`config.mk`:
```
export PLATFORM = sky130hd
export DESIGN_NAME = sonar_echo_ranger
export DESIGN_NICKNAME = d
export VERILOG_FILES = /design/src/rtl/ser_pkg.sv /design/src/rtl/sonar_echo_ranger.sv /design/src/rtl/ser_cfg_regs.sv /design/src/rtl/ser_ctrl.sv /design/src/rtl/ser_scale.sv
export SDC_FILE = /design/constraint.sdc
export NUM_CORES = 1
export LEC_CHECK = 0
export BUFFER_PORTS_ARGS = -buffer_cell sky130_fd_sc_hd__buf_2
export CORE_UTILIZATION = 64
export DETAILED_ROUTE_END_ITERATION = 7
export PLACE_DENSITY = 0.82
export REMOVE_ABC_BUFFERS = 1
export SYNTH_ARGS = -nofsm -noshare
export SYNTH_HDL_FRONTEND = slang
export SYNTH_SLANG_ARGS = --single-unit
```
`constraint.sdc`:
```
create_clock -name clk -period 6.9 [get_ports clk]
set_clock_uncertainty 0.1 [all_clocks]
set_input_delay 1.38 -clock clk [delete_from_list [all_inputs] [get_ports clk]]
set_output_delay 1.38 -clock clk [all_outputs]
set_load 0.02 [all_outputs]
```
`src/rtl/ser_pkg.sv`:
```
package ser_pkg;

	localparam int COUNT_BITS_DEF = 16;
	localparam int TRIG_W = 8;
	localparam int SCALE_W = 16;
	localparam int OFFSET_W = 16;
	localparam int DIST_W = 16;
	localparam int CFG_IDX_W = 2;
	localparam int CFG_DATA_W = 16;

	localparam logic [CFG_IDX_W-1:0] CFG_TRIGGER_TICKS = 2'd0;
	localparam logic [CFG_IDX_W-1:0] CFG_SCALE_Q16 = 2'd1;
	localparam logic [CFG_IDX_W-1:0] CFG_OFFSET = 2'd2;

	localparam logic [TRIG_W-1:0] TRIGGER_TICKS_RST = 8'd2;
	localparam logic [SCALE_W-1:0] SCALE_Q16_RST = 16'd56230;
	localparam logic [OFFSET_W-1:0] OFFSET_RST = 16'd20;

	typedef enum logic [1:0] {
		PH_IDLE,
		PH_TRIG,
		PH_WAIT,
		PH_MEAS
	} phase_t;

	typedef struct packed {
		logic       busy;
		logic       trigger;
		logic [1:0] mux;
		logic       done;
		logic       timed_out;
		logic       measured;
	} ser_res_t;

	typedef struct packed {
		logic [TRIG_W-1:0]   trigger_ticks;
		logic [SCALE_W-1:0]  scale_q16;
		logic [OFFSET_W-1:0] offset;
	} ser_cfg_t;

endpackage

```
`src/rtl/sonar_echo_ranger.sv`:
```
// Ultrasonic echo range finder driven by one transaction per timer tick. Each
// accepted tick yields exactly one result showing busy, trigger level, mux lines
// and, on the tick a measurement ends, done with the distance
// (count * scale_q16 / 65536 - offset, clamped to 0..65535) or a timeout flag.
// A new tick is accepted every cycle while no result waits on out_ready. From the
// input register a tick passes registers for the state update, the
// count-times-scale multiplier and the offset subtract and clamp, and the whole
// pipeline stalls only while a result waits on out_ready. Configuration
// registers are written through the cfg port, which is always ready, and should
// only be changed while no tick is in flight.
module sonar_echo_ranger #(
	parameter int COUNT_BITS = ser_pkg::COUNT_BITS_DEF
) (
	input  logic                           clk,
	input  logic                           arst_n,
	input  logic                           cfg_valid,
	output logic                           cfg_ready,
	input  logic [ser_pkg::CFG_IDX_W-1:0]  cfg_index,
	input  logic [ser_pkg::CFG_DATA_W-1:0] cfg_data,
	input  logic                           in_valid,
	output logic                           in_ready,
	input  logic                           start_req,
	input  logic [2:0]                     sensor,
	input  logic                           echo,
	output logic                           out_valid,
	input  logic                           out_ready,
	output logic                           busy_res,
	output logic                           trigger_out,
	output logic [1:0]                     mux_select,
	output logic                           done_res,
	output logic [ser_pkg::DIST_W-1:0]     distance,
	output logic                           timed_out
);

	ser_pkg::ser_cfg_t     cfg;
	ser_pkg::ser_res_t     res_s2, res_q;
	logic [COUNT_BITS-1:0] count_s2;
	logic                  adv;
	logic                  valid_s1, valid_s2, valid_s3, out_valid_q;
	logic                  start_s1, echo_s1;
	logic [2:0]            sensor_s1;

	assign cfg_ready = 1'b1;
	assign adv = !out_valid_q || out_ready;
	assign in_ready = adv;
	assign out_valid = out_valid_q;

	ser_cfg_regs u_cfg (
		.clk      (clk),
		.arst_n   (arst_n),
		.wr_en    (cfg_valid && cfg_ready),
		.wr_index (cfg_index),
		.wr_data  (cfg_data),
		.cfg      (cfg)
	);

	// all stages move together
	always_ff @(posedge clk or negedge arst_n) begin
		if (!arst_n) begin
			valid_s1 <= 1'b0;
			valid_s2 <= 1'b0;
			valid_s3 <= 1'b0;
			out_valid_q <= 1'b0;
		end else if (adv) begin
			valid_s1 <= in_valid;
			valid_s2 <= valid_s1;
			valid_s3 <= valid_s2;
			out_valid_q <= valid_s3;
		end
	end

	always_ff @(posedge clk) begin
		if (adv) begin
			start_s1 <= start_req;
			sensor_s1 <= sensor;
			echo_s1 <= echo;
		end
	end

	ser_ctrl #(
		.COUNT_BITS (COUNT_BITS)
	) u_ctrl (
		.clk           (clk),
		.arst_n        (arst_n),
		.adv           (adv),
		.item_en       (adv && valid_s1),
		.start_s1      (start_s1),
		.sensor_s1     (sensor_s1),
		.echo_s1       (echo_s1),
		.trigger_ticks (cfg.trigger_ticks),
		.res_s2        (res_s2),
		.count_s2      (count_s2)
	);

	ser_scale #(
		.COUNT_BITS (COUNT_BITS)
	) u_scale (
		.clk        (clk),
		.adv        (adv),
		.res_s2     (res_s2),
		.count_s2   (count_s2),
		.scale_q16  (cfg.scale_q16),
		.offset     (cfg.offset),
		.res_q      (res_q),
		.distance_q (distance)
	);

	assign busy_res = res_q.busy;
	assign trigger_out = res_q.trigger;
	assign mux_select = res_q.mux;
	assign done_res = res_q.done;
	assign timed_out = res_q.timed_out;

endmodule

```
`src/rtl/ser_cfg_regs.sv`:
```
module ser_cfg_regs (
	input  logic                           clk,
	input  logic                           arst_n,
	input  logic                           wr_en,
	input  logic [ser_pkg::CFG_IDX_W-1:0]  wr_index,
	input  logic [ser_pkg::CFG_DATA_W-1:0] wr_data,
	output ser_pkg::ser_cfg_t              cfg
);

	always_ff @(posedge clk or negedge arst_n) begin
		if (!arst_n) begin
			cfg.trigger_ticks <= ser_pkg::TRIGGER_TICKS_RST;
			cfg.scale_q16 <= ser_pkg::SCALE_Q16_RST;
			cfg.offset <= ser_pkg::OFFSET_RST;
		end else if (wr_en) begin
			case (wr_index)
				ser_pkg::CFG_TRIGGER_TICKS: cfg.trigger_ticks <= wr_data[ser_pkg::TRIG_W-1:0];
				ser_pkg::CFG_SCALE_Q16: cfg.scale_q16 <= wr_data[ser_pkg::SCALE_W-1:0];
				ser_pkg::CFG_OFFSET: cfg.offset <= wr_data[ser_pkg::OFFSET_W-1:0];
				default: ;
			endcase
		end
	end

endmodule

```
`src/rtl/ser_ctrl.sv`:
```
module ser_ctrl #(
	parameter int COUNT_BITS = ser_pkg::COUNT_BITS_DEF
) (
	input  logic                          clk,
	input  logic                          arst_n,
	input  logic                          adv,
	input  logic                          item_en,
	input  logic                          start_s1,
	input  logic [2:0]                    sensor_s1,
	input  logic                          echo_s1,
	input  logic [ser_pkg::TRIG_W-1:0]    trigger_ticks,
	output ser_pkg::ser_res_t             res_s2,
	output logic [COUNT_BITS-1:0]         count_s2
);

	localparam logic [COUNT_BITS-1:0] COUNT_MAX = {COUNT_BITS{1'b1}};
	localparam logic [COUNT_BITS-1:0] COUNT_ONE = COUNT_BITS'(1);

	ser_pkg::phase_t       phase_q, phase_d;
	logic [COUNT_BITS-1:0] count_q, count_d;
	logic [1:0]            sel_q, sel_d;
	ser_pkg::ser_res_t     res_d;

	always_ff @(posedge clk or negedge arst_n) begin
		if (!arst_n) begin
			phase_q <= ser_pkg::PH_IDLE;
			count_q <= '0;
			sel_q <= '0;
		end else if (item_en) begin
			phase_q <= phase_d;
			count_q <= count_d;
			sel_q <= sel_d;
		end
	end

	always_comb begin
		phase_d = phase_q;
		count_d = count_q;
		sel_d = sel_q;
		res_d = '0;
		case (phase_q)
			ser_pkg::PH_IDLE: begin
				if (start_s1) begin
					if (sensor_s1[2]) begin
						res_d.done = 1'b1;
					end else begin
						sel_d = sensor_s1[1:0];
						phase_d = ser_pkg::PH_TRIG;
						count_d = COUNT_ONE;
					end
				end
			end
			ser_pkg::PH_TRIG: begin
				if (count_q < COUNT_BITS'(trigger_ticks)) begin
					count_d = count_q + COUNT_ONE;
				end else begin
					phase_d = ser_pkg::PH_WAIT;
					count_d = '0;
				end
			end
			ser_pkg::PH_WAIT: begin
				if (echo_s1) begin
					phase_d = ser_pkg::PH_MEAS;
					count_d = COUNT_ONE;
				end else if (count_q == COUNT_MAX) begin
					res_d.done = 1'b1;
					res_d.timed_out = 1'b1;
				end else begin
					count_d = count_q + COUNT_ONE;
				end
			end
			ser_pkg::PH_MEAS: begin
				if (!echo_s1) begin
					res_d.done = 1'b1;
					res_d.measured = 1'b1;
				end else if (count_q == COUNT_MAX) begin
					res_d.done = 1'b1;
					res_d.timed_out = 1'b1;
				end else begin
					count_d = count_q + COUNT_ONE;
				end
			end
			default: ;
		endcase
		if (res_d.done) begin
			phase_d = ser_pkg::PH_IDLE;
			count_d = '0;
		end
		res_d.busy = (phase_d != ser_pkg::PH_IDLE);
		res_d.trigger = (phase_d == ser_pkg::PH_TRIG);
		res_d.mux = sel_d;
	end

	// count before the clear feeds the distance stage
	always_ff @(posedge clk) begin
		if (adv) begin
			res_s2 <= res_d;
			count_s2 <= count_q;
		end
	end

endmodule

```
`src/rtl/ser_scale.sv`:
```
module ser_scale #(
	parameter int COUNT_BITS = ser_pkg::COUNT_BITS_DEF
) (
	input  logic                           clk,
	input  logic                           adv,
	input  ser_pkg::ser_res_t              res_s2,
	input  logic [COUNT_BITS-1:0]          count_s2,
	input  logic [ser_pkg::SCALE_W-1:0]    scale_q16,
	input  logic [ser_pkg::OFFSET_W-1:0]   offset,
	output ser_pkg::ser_res_t              res_q,
	output logic [ser_pkg::DIST_W-1:0]     distance_q
);

	localparam int PROD_W = COUNT_BITS + ser_pkg::SCALE_W;
	localparam int DW = (COUNT_BITS > ser_pkg::DIST_W) ? COUNT_BITS : ser_pkg::DIST_W;
	localparam logic [DW-1:0] DIST_MAX = DW'({ser_pkg::DIST_W{1'b1}});

	ser_pkg::ser_res_t     res_s3;
	logic [COUNT_BITS-1:0] scaled_s3;
	logic [PROD_W-1:0]     prod;
	logic [DW-1:0]         scaled_x, offset_x, diff;
	logic [ser_pkg::DIST_W-1:0] dist_d;

	assign prod = PROD_W'(count_s2) * PROD_W'(scale_q16);

	always_ff @(posedge clk) begin
		if (adv) begin
			res_s3 <= res_s2;
			scaled_s3 <= prod[PROD_W-1:ser_pkg::SCALE_W];
		end
	end

	always_comb begin
		scaled_x = DW'(scaled_s3);
		offset_x = DW'(offset);
		diff = scaled_x - offset_x;
		if (!res_s3.measured || scaled_x <= offset_x) begin
			dist_d = '0;
		end else if (diff > DIST_MAX) begin
			dist_d = {ser_pkg::DIST_W{1'b1}};
		end else begin
			dist_d = diff[ser_pkg::DIST_W-1:0];
		end
	end

	always_ff @(posedge clk) begin
		if (adv) begin
			res_q <= res_s3;
			distance_q <= dist_d;
		end
	end

endmodule

```
==> run metrics <==
result of the run finished clean; first-pass GRT wire length ~54 mm; number of buffers added on ports 51; count of endpoints failing hold in the final timing report 0; crit share post-route 94.4%; Final setup viols 0; maximum number of pins on one net before global-route repair 65; unrepaired setup endpoints after global routing no; master of the slowest instance on the critical path sky130_fd_sc_hd__edfxtp_1; number of global-route vias before repair around 11000; async set-or-reset flop fraction in the synthesized netlist 46.7%; HPWL Detailed approximately 25 mm; DRT iter0 DRCs between 700 and 800; kind of launch point of the worst setup path flop; most numerous cell on the critical path sky130_fd_sc_hd__fa_1; simple-gate portion of the synthesized area ~15%; Total Die Area ~0.023 mm2; worst-margin pin slew about 1200 ps; fin. max-slew vios 0; worst hold-check slack roughly 320 ps; share of layout cells above drive strength 1 11.1%; GRT Overall Usage a little under a third; Arr. time, crit path 6580 ps; number of enable-type register cells in the synthesized netlist 73; total CTS buffers 17; accumulated negative setup slack 0 ps; first drt pass iteration count 5; die span in y roughly 150 um; Worst Setup End Kind flop; yosys warns 0; shortest clock period the worst path allows after layout roughly 6500 ps; required time of the worst setup path between 6000 and 7000 ps; portion of the post-synthesis area used by sequential elements 26.6%; cell count after synthesis 1420; distinct cell type count of the synthesized netlist between 60 and 70; clock latency on the worst-skew pair approximately 420 ps; initial core utilization about 65%; critical-path cell list and2_1, fa_1, inv_1, fa_1, fa_1, fa_1, inv_1, fa_1, inv_1, fa_1, inv_1, ha_1, a21oi_1, a21oi_1, a211oi_1, o41a_1, a21o_1, nor3b_1, a211o_1; most common flop cell mapped by yosys sky130_fd_sc_hd__edfxtp_1; antenna cells 0; area of the core roughly 0.022 mm2; number of fill cells in the layout around 1600; dominant delay contributor by cell family on the critical path adder cells; DRC 0; mux share of post-synthesis cell area 2.99%; maximum buffer depth of the clock tree 2; fmax between 150 and 200 MHz; total I/O pin count 53; Post-CTS Setup Inserts 0; maximum capacitance violations 0; remaining global-route overflow 0; number of cell rows 54; TritonCTS clock tree yes; CTS-repair resized insts 0; number of antenna violations at the first check in global routing 0; Clock Sink Count between 100 and 150; drt total wl between 30 and 40 mm; chip width 152 um; layout-stage area growth over the synthesis result 8.03%; worst setup path category reg -> reg; Total Nets Final between 1500 and 2000; hold crit path type reg -> reg; cell at the root of the clock tree sky130_fd_sc_hd__clkbuf_16; Compound-Gate Fraction of Synth Area 7.80%; cts hold-fix bufs 0; Max Fanout on Critical Path 16; largest stage delay on the critical path between 600 and 700 ps; number of antenna-violating nets in the routed design 0; maximum level of the CTS H-tree 4; Slew Limit Headroom a little under a fifth; total standard cell area after synthesis 0.0143 mm2; average cell area after synthesis ~10 um2; clock-pin slew of the registers on the worst-case setup and hold paths 60 ps; vias between 10000 and 15000; number of buffers and inverters on the critical path 4; number of storage elements in the synthesis netlist between 100 and 150; post-detailed-route via-to-cell ratio approximately 6; dominant combinational cell family by area after synthesis adder cells; post-synthesis share of cell area spent on xor and xnor gates under 10%; average detailed-routed wire length per instance 18.5 um; Adder-Cell Fraction of Synth Area 38.1%; routability congestion estimate about 0.92
path summary, 6_finish.rpt:
check	slack (ps)	endpoint	from	depth (start not counted)
setup reg to reg	390	u_scale.scaled_s3[15]	u_ctrl.count_s2[7]	19
setup / recovery	390	u_scale.scaled_s3[15]	u_ctrl.count_s2[7]	19
min in group asynchronous	1050	u_ctrl.sel_q[0]	arst_n	2
hold / removal	320	u_scale.res_q[6]	u_scale.res_s3[6]	0
hold reg to reg	320	u_scale.res_q[6]	u_scale.res_s3[6]	0
max in group asynchronous	5080	u_cfg.cfg[6]	arst_n	2
cell usage in the layout (no fill, tap or decap), types with 36 or more instances in the layout:
cell type | Yosys | layout
sky130_fd_sc_hd__fa_1 | 194 | 194
sky130_fd_sc_hd__a21oi_1 | 40 | 40
sky130_fd_sc_hd__and2_1 | 120 | 120
sky130_fd_sc_hd__dfrtp_1 | 51 | 51
sky130_fd_sc_hd__buf_2 | 1 | 51
sky130_fd_sc_hd__nand2_1 | 184 | 184
sky130_fd_sc_hd__nor2_1 | 46 | 46
sky130_fd_sc_hd__inv_1 | 260 | 260
sky130_fd_sc_hd__mux2_2 | 38 | 38
sky130_fd_sc_hd__o21ai_0 | 36 | 36
sky130_fd_sc_hd__ha_1 | 125 | 125
sky130_fd_sc_hd__edfxtp_1 | 73 | 73
cell type report:
cell class	instances	area (um2)	area share, %
clock buffer	19	443	2.86
timing repair buffer	66	368	2.38
clock inverter	13	159	1.03
tap	280	350	2.27
multi-input combinational	979	9360	60.5
sequential	137	3810	24.6
inverter	260	976	6.31
metal layers:
layer  track usage (%)  routed length, um  up-vias  part of all wire (%)
met1              39.9              12900     5100                    40
li1                  -                  -     4643                     -
met3              5.72               2750       71                   8.5
met4              10.1                775        0                   2.4
met5                 0                  0        -                     0
met2              51.9              16000      456                    49
stage by stage:
step,worst slack [ps],std cells,area (um2),utilization [%]
floorplan,1130,1376,14100,-
global placement,497,1722,14900,67.9
detailed placement,454,1722,14900,67.9
CTS,416,1754,15500,70.6
global route,134,1754,15500,70.6
finish,386,1754,15500,70.6
Yosys cell counts (16+ instances only):
cell	number	share of area (%)
sky130_fd_sc_hd__nand3_1	16	0.56
sky130_fd_sc_hd__a21o_1	16	0.84
sky130_fd_sc_hd__dfrtp_1	51	8.9
sky130_fd_sc_hd__nand2_1	184	4.8
sky130_fd_sc_hd__a21oi_1	40	1.4
sky130_fd_sc_hd__edfxtp_1	73	15
sky130_fd_sc_hd__and2_1	120	5.2
sky130_fd_sc_hd__inv_1	260	6.8
sky130_fd_sc_hd__fa_1	194	27
sky130_fd_sc_hd__mux2_2	38	3.0
sky130_fd_sc_hd__ha_1	125	11
sky130_fd_sc_hd__o21ai_0	36	1.3
sky130_fd_sc_hd__clkbuf_1	41	1.1
sky130_fd_sc_hd__nor2_1	46	1.2
sequential cells by signal, summed over array words and instances, names as in the netlist, 2 cells and up:
register            cells
sensor_s1               3
u_cfg.cfg              40
u_ctrl.count_q         16
u_ctrl.count_s2        16
u_ctrl.phase_q          2
u_ctrl.res_s2           7
u_ctrl.sel_q            2
u_scale.distance_q     16
u_scale.res_q           6
u_scale.res_s3          7
u_scale.scaled_s3      16
cell families (layout without fill, tap and decap cells):
logic type | count (synthesis) | in the layout
adders and majority gates | 320 | 320
and+or+nand+nor | 433 | 433
xor gates and xnor gates | 24 | 24
AOI/OAI and AO/OA | 163 | 163
muxes | 38 | 38
other | 1 | 1
DFF | 137 | 137
buffers and inverters | 304 | 358
Power is not shown: default switching activity piles up to over one toggle a cycle in this logic, so the estimate is an artifact.
